File: config.mk
export PLATFORM = sky130hd
export DESIGN_NAME = calendar_date_counter_top
export DESIGN_NICKNAME = d
export VERILOG_FILES = /design/src/rtl/core/cal_pkg.sv /design/src/rtl/core/calendar_date_counter_top.sv /design/src/rtl/core/cal_date_step.sv
export SDC_FILE = /design/constraint.sdc
export NUM_CORES = 1
export LEC_CHECK = 0
export BUFFER_PORTS_ARGS = -buffer_cell sky130_fd_sc_hd__buf_2
export CAP_MARGIN = 20
export CORE_MARGIN = 4
export CORE_UTILIZATION = 55
export CTS_CLUSTER_DIAMETER = 200
export DETAILED_ROUTE_END_ITERATION = 16
export PLACE_DENSITY = 0.87
export SYNTH_ARGS = -nofsm -noshare
export SYNTH_HDL_FRONTEND = slang
export SYNTH_SLANG_ARGS = --single-unit
export TNS_END_PERCENT = 1
File: constraint.sdc
create_clock -name clk -period 11.7 [get_ports clk]
set_clock_uncertainty 0.15 [all_clocks]
set_input_delay 0.585 -clock clk [delete_from_list [all_inputs] [get_ports clk]]
set_output_delay 0.585 -clock clk [all_outputs]
set_load 0.005 [all_outputs]
File: src/rtl/core/cal_pkg.sv
// ----------------------------------------------------------------------------
// Calendar date counter package
// Word types, state struct, request and field codes, calendar constants.
// ----------------------------------------------------------------------------
`default_nettype none

package cal_pkg;

  // Widths
  localparam int unsigned MS_W    = 27;
  localparam int unsigned DAY_W   = 5;
  localparam int unsigned MONTH_W = 4;
  localparam int unsigned YEAR_W  = 14;
  localparam int unsigned YMOD_W  = 9;
  localparam int unsigned STEP_W  = 10;

  // Request codes
  localparam logic [1:0] REQ_TICK   = 2'd0;
  localparam logic [1:0] REQ_ADJUST = 2'd1;
  localparam logic [1:0] REQ_READ   = 2'd2;

  // Adjust field codes
  localparam logic [1:0] FIELD_DAY   = 2'd0;
  localparam logic [1:0] FIELD_MONTH = 2'd1;
  localparam logic [1:0] FIELD_YEAR  = 2'd2;
  localparam logic [1:0] FIELD_NONE  = 2'd3;  // not a date field

  // Adjust direction
  localparam logic DIR_UP   = 1'b0;
  localparam logic DIR_DOWN = 1'b1;

  // Status codes
  localparam logic STATUS_OK        = 1'b0;
  localparam logic STATUS_BAD_FIELD = 1'b1;

  // Calendar constants
  localparam logic [MS_W-1:0]    MS_PER_DAY  = 27'd86400000;
  localparam logic [DAY_W-1:0]   DAY_MIN     = 5'd1;
  localparam logic [DAY_W-1:0]   DAY_MAX     = 5'd31;
  localparam logic [MONTH_W-1:0] MONTH_MIN   = 4'd1;
  localparam logic [MONTH_W-1:0] MONTH_MAX   = 4'd12;
  localparam logic [YEAR_W-1:0]  YEAR_MAX    = 14'd9999;
  localparam logic [YMOD_W-1:0]  YMOD_LAST   = 9'd399;
  localparam logic [STEP_W-1:0]  STEP_RESET  = 10'd1;

  // Input word
  typedef struct packed {
    logic [1:0] req_type;
    logic       direction;
    logic [1:0] field_select;
  } cal_in_t;

  // Result word
  typedef struct packed {
    logic [DAY_W-1:0]   day_out;
    logic [MONTH_W-1:0] month_out;
    logic [YEAR_W-1:0]  year_out;
    logic               status;
  } cal_out_t;

  // Counter and date state; ymod tracks year mod 400 for the leap test
  typedef struct packed {
    logic [MS_W-1:0]    ms_count;
    logic [DAY_W-1:0]   day;
    logic [MONTH_W-1:0] month;
    logic [YEAR_W-1:0]  year;
    logic [YMOD_W-1:0]  ymod;
  } cal_state_t;

endpackage

`default_nettype wire

File: src/rtl/core/calendar_date_counter_top.sv
// ----------------------------------------------------------------------------
// Calendar date counter top level
// Millisecond day counter with Gregorian date, APB step register.
// ----------------------------------------------------------------------------
// One result per request word, in the cycle after acceptance. A new word is
// taken every cycle while the output register is empty or being drained, so
// the sustained rate is one word per clock; the date and counter registers
// update at acceptance, so back-to-back words see each other's effect. The
// tick step lives at byte address 0 (reset 1 ms). Leap years come from a
// year-mod-400 register kept alongside the year. Reset date is set by the
// RST_DAY, RST_MONTH and RST_YEAR parameters.
`default_nettype none

module calendar_date_counter_top
  import cal_pkg::*;
#(
  parameter int unsigned RST_DAY   = 1,
  parameter int unsigned RST_MONTH = 1,
  parameter int unsigned RST_YEAR  = 2000
) (
  input  logic        clk,
  input  logic        rst_n,
  // request channel
  input  logic        in_valid,
  output logic        in_ready,
  input  cal_in_t     in_data,
  // result channel
  output logic        out_valid,
  input  logic        out_ready,
  output cal_out_t    out_data,
  // configuration port
  input  logic        psel,
  input  logic        penable,
  input  logic        pwrite,
  input  logic [2:0]  paddr,
  input  logic [31:0] pwdata,
  output logic [31:0] prdata,
  output logic        pready
);

  localparam logic [YMOD_W-1:0] RST_YMOD = YMOD_W'(RST_YEAR % 400);

  cal_state_t          state_r, state_nxt;
  cal_out_t            out_data_r, result_nxt;
  logic                out_valid_r;
  logic [STEP_W-1:0]   tick_step_r;
  logic                in_accept;
  logic                cfg_write;

  // Configuration register
  assign pready    = 1'b1;
  assign cfg_write = psel && penable && pwrite && (paddr[2] == 1'b0);
  assign prdata    = (paddr[2] == 1'b0) ? {{(32-STEP_W){1'b0}}, tick_step_r} : '0;

  always_ff @(posedge clk) begin
    if (!rst_n) begin
      tick_step_r <= STEP_RESET;
    end else if (cfg_write) begin
      tick_step_r <= pwdata[STEP_W-1:0];
    end
  end

  // Handshake: output register frees as it drains
  assign in_ready  = !out_valid_r || out_ready;
  assign in_accept = in_valid && in_ready;

  cal_date_step u_step (
    .state_i     (state_r),
    .req_i       (in_data),
    .tick_step_i (tick_step_r),
    .state_o     (state_nxt),
    .result_o    (result_nxt)
  );

  // Date state
  always_ff @(posedge clk) begin
    if (!rst_n) begin
      state_r.ms_count <= '0;
      state_r.day      <= DAY_W'(RST_DAY);
      state_r.month    <= MONTH_W'(RST_MONTH);
      state_r.year     <= YEAR_W'(RST_YEAR);
      state_r.ymod     <= RST_YMOD;
    end else if (in_accept) begin
      state_r <= state_nxt;
    end
  end

  // Result register
  always_ff @(posedge clk) begin
    if (!rst_n) begin
      out_valid_r <= 1'b0;
    end else if (in_accept) begin
      out_valid_r <= 1'b1;
    end else if (out_ready) begin
      out_valid_r <= 1'b0;
    end
  end

  always_ff @(posedge clk) begin
    if (in_accept) begin
      out_data_r <= result_nxt;
    end
  end

  assign out_valid = out_valid_r;
  assign out_data  = out_data_r;

endmodule

`default_nettype wire

File: src/rtl/core/cal_date_step.sv
// ----------------------------------------------------------------------------
// Calendar date step
// Next-state logic for one word: tick with day rollover, field adjust, read.
// ----------------------------------------------------------------------------
`default_nettype none

module cal_date_step
  import cal_pkg::*;
(
  input  cal_state_t              state_i,
  input  cal_in_t                 req_i,
  input  logic [STEP_W-1:0]       tick_step_i,
  output cal_state_t              state_o,
  output cal_out_t                result_o
);

  logic [MS_W:0]      ms_sum;
  logic               day_end;
  logic               leap;
  logic [DAY_W-1:0]   month_len;
  logic [DAY_W:0]     day_inc;
  logic [YMOD_W-1:0]  ymod_inc;
  logic [YMOD_W-1:0]  ymod_dec;
  logic               status;

  // Leap test from year mod 400: multiple of 4, not 100/200/300
  assign leap = (state_i.ymod[1:0] == 2'd0) &&
                (state_i.ymod != 9'd100) &&
                (state_i.ymod != 9'd200) &&
                (state_i.ymod != 9'd300);

  // Days in current month
  always_comb begin
    case (state_i.month)
      4'd1, 4'd3, 4'd5, 4'd7, 4'd8, 4'd10, 4'd12: month_len = 5'd31;
      4'd2:    month_len = leap ? 5'd29 : 5'd28;
      default: month_len = 5'd30;
    endcase
  end

  assign ms_sum   = {1'b0, state_i.ms_count} + {{(MS_W+1-STEP_W){1'b0}}, tick_step_i};
  assign day_end  = (ms_sum >= {1'b0, MS_PER_DAY});
  assign day_inc  = {1'b0, state_i.day} + {{DAY_W{1'b0}}, 1'b1};
  assign ymod_inc = (state_i.ymod >= YMOD_LAST) ? '0 : state_i.ymod + 9'd1;
  assign ymod_dec = (state_i.ymod == '0) ? YMOD_LAST : state_i.ymod - 9'd1;

  // Next state
  always_comb begin
    state_o = state_i;
    status  = STATUS_OK;
    case (req_i.req_type)
      REQ_TICK: begin
        state_o.ms_count = ms_sum[MS_W-1:0];
        if (day_end) begin
          state_o.ms_count = '0;
          if (day_inc > {1'b0, month_len}) begin
            state_o.day = DAY_MIN;
            if (state_i.month >= MONTH_MAX) begin
              state_o.month = MONTH_MIN;
              if (state_i.year >= YEAR_MAX) begin
                state_o.year = '0;
                state_o.ymod = '0;
              end else begin
                state_o.year = state_i.year + 14'd1;
                state_o.ymod = ymod_inc;
              end
            end else begin
              state_o.month = state_i.month + 4'd1;
            end
          end else begin
            state_o.day = day_inc[DAY_W-1:0];
          end
        end
      end
      REQ_ADJUST: begin
        case (req_i.field_select)
          FIELD_DAY: begin
            if (req_i.direction == DIR_DOWN) begin
              state_o.day = (state_i.day > DAY_MIN) ? state_i.day - 5'd1 : DAY_MIN;
            end else begin
              state_o.day = (state_i.day < DAY_MAX) ? state_i.day + 5'd1 : DAY_MAX;
            end
          end
          FIELD_MONTH: begin
            if (req_i.direction == DIR_DOWN) begin
              state_o.month = (state_i.month > MONTH_MIN) ? state_i.month - 4'd1
                                                          : MONTH_MIN;
            end else begin
              state_o.month = (state_i.month < MONTH_MAX) ? state_i.month + 4'd1
                                                          : MONTH_MAX;
            end
          end
          FIELD_YEAR: begin
            if (req_i.direction == DIR_DOWN) begin
              if (state_i.year > '0) begin
                state_o.year = state_i.year - 14'd1;
                state_o.ymod = ymod_dec;
              end
            end else begin
              if (state_i.year < YEAR_MAX) begin
                state_o.year = state_i.year + 14'd1;
                state_o.ymod = ymod_inc;
              end
            end
          end
          default: status = STATUS_BAD_FIELD;
        endcase
      end
      default: ;  // read, and the unused code, leave state alone
    endcase
  end

  // Result word reflects the date after this request
  assign result_o.day_out   = state_o.day;
  assign result_o.month_out = state_o.month;
  assign result_o.year_out  = state_o.year;
  assign result_o.status    = status;

endmodule

`default_nettype wire

==> Yosys cells after proc, flatten, opt, wreduce, memory -nomap -nowiden <==
Cells that the tools add are included.
{ "totals": {"regBits": 94, "in_bits": 47, "out_inout_bits": 59, "wordCells": 99} }
{ "op_classes": {"n_addsub": 10, "n_lt_le_gt_ge": 11, "n_eq_ne": 20, "mux": 27, "bitwise": 1, "reduce_logical": 19} }
{ "op_table": {"columns": ["operator", "n"], "rows": [
  ["23-bit two-way mux", 6],
  ["32-bit case mux with 2 select lines", 1],
  ["59-bit two-way mux", 1],
  ["27-bit by 10-bit adder with 28-bit output", 1],
  ["28-bit by 27-bit greater-or-equal comparator with 1-bit output, second input constant", 1],
  ["27-bit two-way mux", 1],
  ["5-bit two-way mux", 5],
  ["4-bit two-way mux", 5],
  ["9-bit two-way mux", 2],
  ["14-bit by 1-bit adder with 14-bit output, second input constant", 1],
  ["14-bit greater-or-equal comparator, second input constant", 1],
  ["14-bit by 1-bit > comparator with 1-bit output, second input constant", 1],
  ["14-bit less-than comparator, second input constant", 1],
  ["14-bit by 1-bit subtractor with 14-bit output, second input constant", 1],
  ["4-bit == test, second input constant", 3],
  ["10-bit two-way mux", 1],
  ["5-bit case mux with 2 select lines", 1],
  ["9-bit by 1-bit adder with 9-bit output, second input constant", 1],
  ["9-bit greater-or-equal comparator, second input constant", 1],
  ["9-bit logical NOT", 1],
  ["9-bit by 7-bit != test with 1-bit output, second input constant", 1],
  ["9-bit by 8-bit != test with 1-bit output, second input constant", 1],
  ["9-bit != test, second input constant", 1],
  ["9-bit by 1-bit subtractor with 9-bit output, second input constant", 1],
  ["30 further kinds", 48]
]} }

==> Longest topological paths before layout <==
Gate-level depths: netlist (run 1).
{ "logic_depth": {"ltp_word": 10, "mapped_depth": 17, "mapped_depth_nobuf": 17} }

==> By module <==
Synthesis (run 1) repeated with hierarchy kept, for this count alone.
{ "hier_totals": {"hier_cells": 1143, "area_unflattened_um2": 8613.3} }
{ "by_module_without_submodules": {"columns": ["module", "instances", "cells_each", "area_each_um2", "seq_area_each_um2"], "rows": [
  ["cal_date_step", 1, 778, 4753.3, 0.0],
  ["calendar_date_counter_top", 1, 365, 3860.0, 2122.0]
]} }

==> Worst setup path after synthesis (run 1) <==
Ideal clock, no wire load.
{ "synth_path": {"kind": "flip-flop to flip-flop", "start": "reg state_r[5] (netlist bit)", "end": "reg state_r[11] (netlist bit)", "setup_time_ns": 0.074, "t_arrival_ns": 3.818, "required_ns": 11.476, "setup_slack_ns": 7.657, "path_stages_with_launch": 15, "n_path_buf": 1, "period_less_slack_ns": 4.043, "cell_sequence": "dfxtp_1 -> clkbuf_1 -> nor4bb_1 -> or4b_2 -> a41o_1 -> ha_1 -> nand2_1 -> o2111ai_1 -> o21ai_0 -> a21o_1 -> nand3_1 -> nor2_1 -> o211ai_4 -> or3b_1 -> a31oi_1"} }
{ "synth_via": {"elab_chain_len": 10, "word_cells_on_any_way": 12, "classes_between": "1 x order compare; 3 x eq/ne; 5 x mux; 3 x reduce/logical"} }
{ "synth_rtl": {"columns": ["item", "line", "text"], "rows": [
  ["start: declaration", "calendar_date_counter_top.sv:43", "cal_state_t state_r, state_nxt;"],
  ["start signal: assignment", "calendar_date_counter_top.sv:84", "state_r <= state_nxt;"],
  ["9-bit by 7-bit != test with 1-bit output", "cal_date_step.sv:28", "(state_i.ymod != 9'd100) &&"],
  ["1-bit logical AND", "cal_date_step.sv:27", "assign leap = (state_i.ymod[1:0] == 2'd0) &&"],
  ["1-bit logical AND", "cal_date_step.sv:28", null],
  ["1-bit logical AND *", "cal_date_step.sv:29", "(state_i.ymod != 9'd200) &&"],
  ["1-bit two-way mux *", "cal_date_step.sv:36", "4'd2: month_len = leap ? 5'd29 : 5'd28;"],
  ["5-bit case mux with 2 select lines *", "cal_date_step.sv:34", "case (state_i.month)"],
  ["6-bit by 5-bit > comparator with 1-bit output *", "cal_date_step.sv:56", "if (day_inc > {1'b0, month_len}) begin"],
  ["27-bit two-way mux *", "cal_date_step.sv:56", null],
  ["59-bit two-way mux *", "cal_date_step.sv:54", "if (day_end) begin"],
  ["32-bit case mux with 2 select lines *", "cal_date_step.sv:51", "case (req_i.req_type)"]
]} }
Every way passes the cells marked *; elsewhere a longest branch is shown, timed or not. The select of a mux whose other input is x is not followed.
A chain may end at the register's enable or synchronous reset.

==> results.json, run 1 <==
{
  "p_per_area_nw_per_um2": 98.0,
  "max_stage_delay_ns": 0.85,
  "gr-total-overflow": 0,
  "setup-tns-final_ns": 0,
  "syn_to_final_growth_pct": 6.98,
  "grt_pass1_vias": 7133,
  "clk_latency_ns": 0.37,
  "wl_per_cell_um": 17.8,
  "yosysMostFrequentCell": "a21oi_1",
  "grt_max_degree": 54,
  "p_sw_uw": 228,
  "tightest_slew_ns": 1.08,
  "p_comb_frac": 0.149,
  "cts.sink_count": 94,
  "die_w_um": 126,
  "first_pass_iters": 8,
  "diodes": 0,
  "cts.repair.resized": 0,
  "fillers": 1202,
  "internal_power_uw": 569,
  "clock.fmax_ghz": 0.172,
  "rrSetupSlack_ns": 5.87,
  "cts.hold.buffers_added": 0,
  "antenna_found_initial": 0,
  "slew_headroom": 0.277,
  "stdcell_count": 1195,
  "status": "completed",
  "cts_buffers": 9,
  "ys_seq_elements": 94,
  "yosysWarnings": 0,
  "port_buffers": 58,
  "crit_chain": "nor4bb_1 > or4b_2 > a41o_1 > ha_1 > nand2_1 > o2111ai_1 > o21ai_0 > a21oi_1 > nor2_1 > nand2_1 > a211oi_2 > a211oi_1 > o21ai_0",
  "synth.top_cells.by_area": "dfxtp_1, edfxtp_1, a21oi_1, nand2_1, o21ai_0",
  "ios": 106,
  "finalHoldViolations": 0,
  "critPathBufInv": 0,
  "arrival_ns": 5.84,
  "cts_root_buffer": "clkbuf_16",
  "p_leak_uw": 0.00301,
  "initial_core_util": 0.567,
  "slowest_stage": "a211oi_2",
  "gp_congestion": 0.976,
  "hold_path_class": "in -> reg",
  "max-cap-violations": 0,
  "layout-drive-gt1-share": 0.111,
  "syn_avg_cell_area_um2": 7.51,
  "p_sw_frac": 0.286,
  "yosys.cell_types.count": 91,
  "power.total_uw": 797,
  "finalCritPeriodShare": 0.498,
  "cts_tree": "done",
  "yosysSeqAreaShare": 0.279,
  "cpLargestDelayFamily": "compound AO/OA/AOI/OAI gates",
  "period_needed_ns": 5.83,
  "ir_drop_mv": 0.0668,
  "cp.required_ns": 11.71,
  "synth-edff-count": 24,
  "synth_top_area_cell": "dfxtp_1",
  "rows": 42,
  "viasPerCell": 6.61,
  "antenna_left": 0,
  "cts_buffer_depth": 2,
  "setup_violations": 0,
  "vias": 7897,
  "finalWirelength_mm": 21.3,
  "rsz0062_at_grt": "no",
  "async_reset_ff_frac": 0,
  "p_clk_frac": 0.392,
  "grt_pass1_wl_mm": 34.8,
  "min-delay-start": "pwdata[0]",
  "maxSlewViolCount": 0,
  "seq_power_share": 0.459,
  "path_max_fanout": 12,
  "post-place-cells": 1178,
  "syn_area_um2": 7600,
  "post_cts_buffers": 0,
  "core-area_um2": 13400,
  "drc": 0,
  "die_h_um": 126,
  "critPathKind": "reg -> reg",
  "grt_util_all_layers": 0.260,
  "drtIter0Drc": 1017,
  "crit_start": "state_r[5]",
  "fin_nets": 1086,
  "path_clk_slew_ns": 0.07,
  "r2r_start": "state_r[5]",
  "yosysTopAreaCellShare": 0.184,
  "die_area_um2": 15800,
  "cp-start-kind": "register",
  "place_hpwl_mm": 14.0,
  "ys_top_cells_by_count": "a21oi_1, nand2_1, nor2_1",
  "end_kind": "register",
  "synthesis.instances": 1011,
  "synthFlopType": "dfxtp_1",
  "cts_max_level": 3
}
[per-layer routing]
layer | vias up | wire (um) | GRT usage
li1 | 3726 | - | -
met1 | 3644 | 8830 | 0.348
met2 | 469 | 9790 | 0.405
met3 | 58 | 1940 | 0.0461
met4 | 0 | 701 | 0.126
met5 | - | 0 | 0
[registers in the layout (all words and copies together), names as in the netlist]
| register | cells |
|---|---|
| out_data | 24 |
| out_valid | 1 |
| state_r | 59 |
| tick_step_r | 10 |
[cell usage in the layout (no fill, tap or decap), types with 4 or more instances in the layout]
master / Yosys / final
a21oi_1: 118 / 118
nand2_1: 95 / 95
nor2_1: 74 / 74
dfxtp_1: 70 / 70
o21ai_0: 65 / 65
buf_2: 4 / 58
nand3_1: 51 / 51
nor3_1: 44 / 44
inv_1: 26 / 25
ha_1: 24 / 24
edfxtp_1: 24 / 24
conb_1: 2 / 23
xnor2_1: 22 / 22
and3_1: 20 / 20
a31oi_1: 20 / 20
nor2b_1: 18 / 18
a21o_1: 17 / 17
o31ai_1: 15 / 15
o211ai_1: 12 / 12
a22oi_1: 12 / 12
xor2_1: 11 / 11
nand4_1: 11 / 11
clkbuf_16: 0 / 11
a211oi_1: 10 / 10
nand4b_1: 10 / 10
or3_1: 9 / 9
buf_4: 25 / 8
nor4_1: 7 / 7
and2_1: 7 / 7
o2111ai_1: 6 / 6
nand2b_1: 6 / 6
o32ai_1: 6 / 6
and4_1: 5 / 5
or4_1: 5 / 5
o22ai_1: 4 / 4
or2_2: 4 / 4
a21boi_0: 4 / 4
[logic make-up after synthesis]
logic type                 Yosys count  share of synthesized area
xor gates and xnor gates            33                     0.0380
other                                2                   0.000989
muxes                                2                    0.00264
and+or+nand+nor                    379                      0.252
AOI/OAI and AO/OA                  353                      0.310
adders and majority gates           25                     0.0422
DFF                                 94                      0.279
buffers and inverters              123                     0.0748
[stage by stage]
step,utilization,setup WS (ns),hold slack (ns),area (um2)
4_1_cts,0.604,6.11,0.282,8100
2_1_floorplan,-,7.66,0.286,7680
6_report,0.607,5.87,0.282,8130
3_5_place_dp,0.581,6.14,0.301,7780
3_3_place_gp,0.581,6.22,0.294,7780
5_1_grt,0.607,5.53,0.297,8130
[worst register-to-register path, cell delays in order (launching register included)]
cell and delay (ns):
dfxtp_1 0.52, nor4bb_1 0.43, or4b_2 0.62, a41o_1 0.29, ha_1 0.28, nand2_1 0.06, o2111ai_1 0.23, o21ai_0 0.30
a21oi_1 0.24, nor2_1 0.78, nand2_1 0.30, a211oi_2 0.85, a211oi_1 0.24, o21ai_0 0.35
[worst paths after layout]
path	end	cells past startpoint
setup / recovery	out_data[9]	13
hold / removal	tick_step_r[0]	3
setup reg to reg	out_data[9]	13
hold reg to reg	state_r[41]	2
[power by group through the flow]
stage | Combinational, uW | Sequential [uW] | Clock, uW
after floorplan | 95.7 | 362 | 0
after global placement | 112 | 371 | 0
after detailed placement | 114 | 372 | 0
after CTS | 116 | 365 | 315
after global routing | 130 | 368 | 328
final | 119 | 365 | 313
[final cells by class]
| type | count | area [um2] | area share |
|---|---|---|---|
| Multi-Input combinational cell | 815 | 4990 | 0.613 |
| Sequential cell | 94 | 2120 | 0.261 |
| Timing Repair Buffer | 67 | 378 | 0.0465 |
| Clock buffer | 12 | 289 | 0.0356 |
| Tap cell | 176 | 220 | 0.0271 |
| Inverter | 27 | 101 | 0.0125 |
| Clock inverter | 4 | 31.3 | 0.00385 |
(Power assumes the default switching activity.)
==> run 2, diff against run 1 <==
==> constraint.sdc (replaced) <==
create_clock -name clk -period 5.42 [get_ports clk]
set_clock_uncertainty 0.15 [all_clocks]
set_input_delay 0.271 -clock clk [delete_from_list [all_inputs] [get_ports clk]]
set_output_delay 0.271 -clock clk [all_outputs]
set_load 0.005 [all_outputs]
==> results.json, run 2 (synthesis results as in run 1) <==
{
  "status": "completed",
  "rsz0062_at_grt": "no",
  "drc": 0,
  "die_h_um": 126,
  "path_clk_slew_ns": 0.06,
  "initial_core_util": 0.567,
  "finalHoldViolations": 0,
  "slew_headroom": 0.391,
  "rows": 42,
  "end_kind": "register",
  "slowest_stage": "o311ai_0",
  "wl_per_cell_um": 17.7,
  "ios": 106,
  "finalCritPeriodShare": 0.918,
  "period_needed_ns": 4.97,
  "p_per_area_nw_per_um2": 202,
  "gp_congestion": 0.978,
  "power.total_uw": 1650,
  "cts_buffers": 9,
  "cts_root_buffer": "clkbuf_16",
  "mostFrequentLayoutCells": "a21oi_1, nand2_1, nor2_1, dfxtp_1, o21ai_0",
  "largest_register_ffs": 59,
  "core-area_um2": 13400,
  "place_ws_ns": 0.676,
  "ir_drop_mv": 0.135,
  "antenna_found_initial": 0,
  "grt_max_degree": 54,
  "grt_pass1_wl_mm": 35.0,
  "grt_util_all_layers": 0.259,
  "post_cts_buffers": 0,
  "hold_path_class": "in -> reg",
  "max_stage_delay_ns": 0.66,
  "diodes": 0,
  "finalWirelength_mm": 21.4,
  "placed_area_um2": 7840,
  "final_area_um2": 8180,
  "syn_to_final_growth_pct": 7.66,
  "vias": 7973,
  "top_register": "state_r",
  "fin_nets": 1100,
  "setup_violations": 0,
  "path_max_fanout": 10,
  "place_hpwl_mm": 14.3,
  "maxSlewViolCount": 0,
  "max-cap-violations": 0,
  "layout-drive-gt1-share": 0.114,
  "tightest_slew_ns": 0.913,
  "viasPerCell": 6.59,
  "arrival_ns": 4.89,
  "cts.hold.buffers_added": 7,
  "grt_pass1_vias": 7187,
  "cts.sink_count": 94,
  "final_common_cell": "a21oi_1",
  "drtIter0Drc": 1106,
  "cp-start-kind": "register",
  "cp.required_ns": 5.33,
  "die_area_um2": 15800,
  "clock.fmax_ghz": 0.201,
  "die_w_um": 126,
  "clk_latency_ns": 0.36,
  "crit_chain": "nor4bb_1 > or4b_2 > a41o_1 > ha_1 > nand2_1 > o2111ai_1 > o21ai_0 > a21o_1 > nand3_1 > nor2_1 > o211ai_4 > o311ai_0",
  "first_pass_iters": 7,
  "setup-tns-final_ns": 0,
  "worst_slack_ns": 0.447,
  "cts_tree": "done",
  "cts.repair.resized": 0,
  "p_leak_uw": 0.00305,
  "cts_max_level": 3,
  "gr-total-overflow": 0,
  "antenna_left": 0,
  "port_buffers": 58,
  "critPathKind": "reg -> reg",
  "cts_buffer_depth": 2
}
## run 2: routing by layer
metal,vias up,part of all wire,GRT usage
li1,3757,-,-
met1,3704,0.41,0.343
met2,446,0.47,0.419
met3,66,0.095,0.0529
met4,0,0.029,0.0969
met5,-,0,0
## run 2: layout make-up
class	count	area, um2
clock buffers	12	246
clock inverters	4	22.5
fillers	1194	5220
inverters	27	101
multi-input cells	815	4990
flip-flops and latches	94	2120
well taps	176	220
repair buffers	81	480
## run 2: report_power, final
group | total [uW] | switching (uW) | internal [uW] | leakage, uW
Clock | 601 | 277 | 323 | 0.000137
Sequential | 789 | 38.5 | 751 | 0.000802
Combinational | 261 | 162 | 98.3 | 0.00211
Total | 1650 | 478 | 1170 | 0.00305
## run 2: through the flow
stage | utilization | hold slack (ns) | std cells
after floorplan | - | 0.245 | 1032
after global placement | 0.585 | 0.293 | 1186
after detailed placement | 0.585 | 0.304 | 1186
after CTS | 0.610 | 0.000113 | 1209
after global routing | 0.610 | 0.0159 | 1209
final | 0.610 | 0.00604 | 1209
## run 2: worst paths after layout
path,start,endpoint,slack (ns),depth (start not counted)
max,state_r[5],out_data[7],0.45,12
max reg2reg,state_r[5],out_data[7],0.45,12
min reg2reg,state_r[32],state_r[32],0.31,2
min,pwdata[2],tick_step_r[2],0.006,3
## run 2: critical path: cells and delay by family, from the launching register on
family / cells / cell delay [ns]
flops: 1 / 0.52
fa+ha+maj: 1 / 0.28
compound gates: 6 / 2.04
simple gates: 5 / 1.69
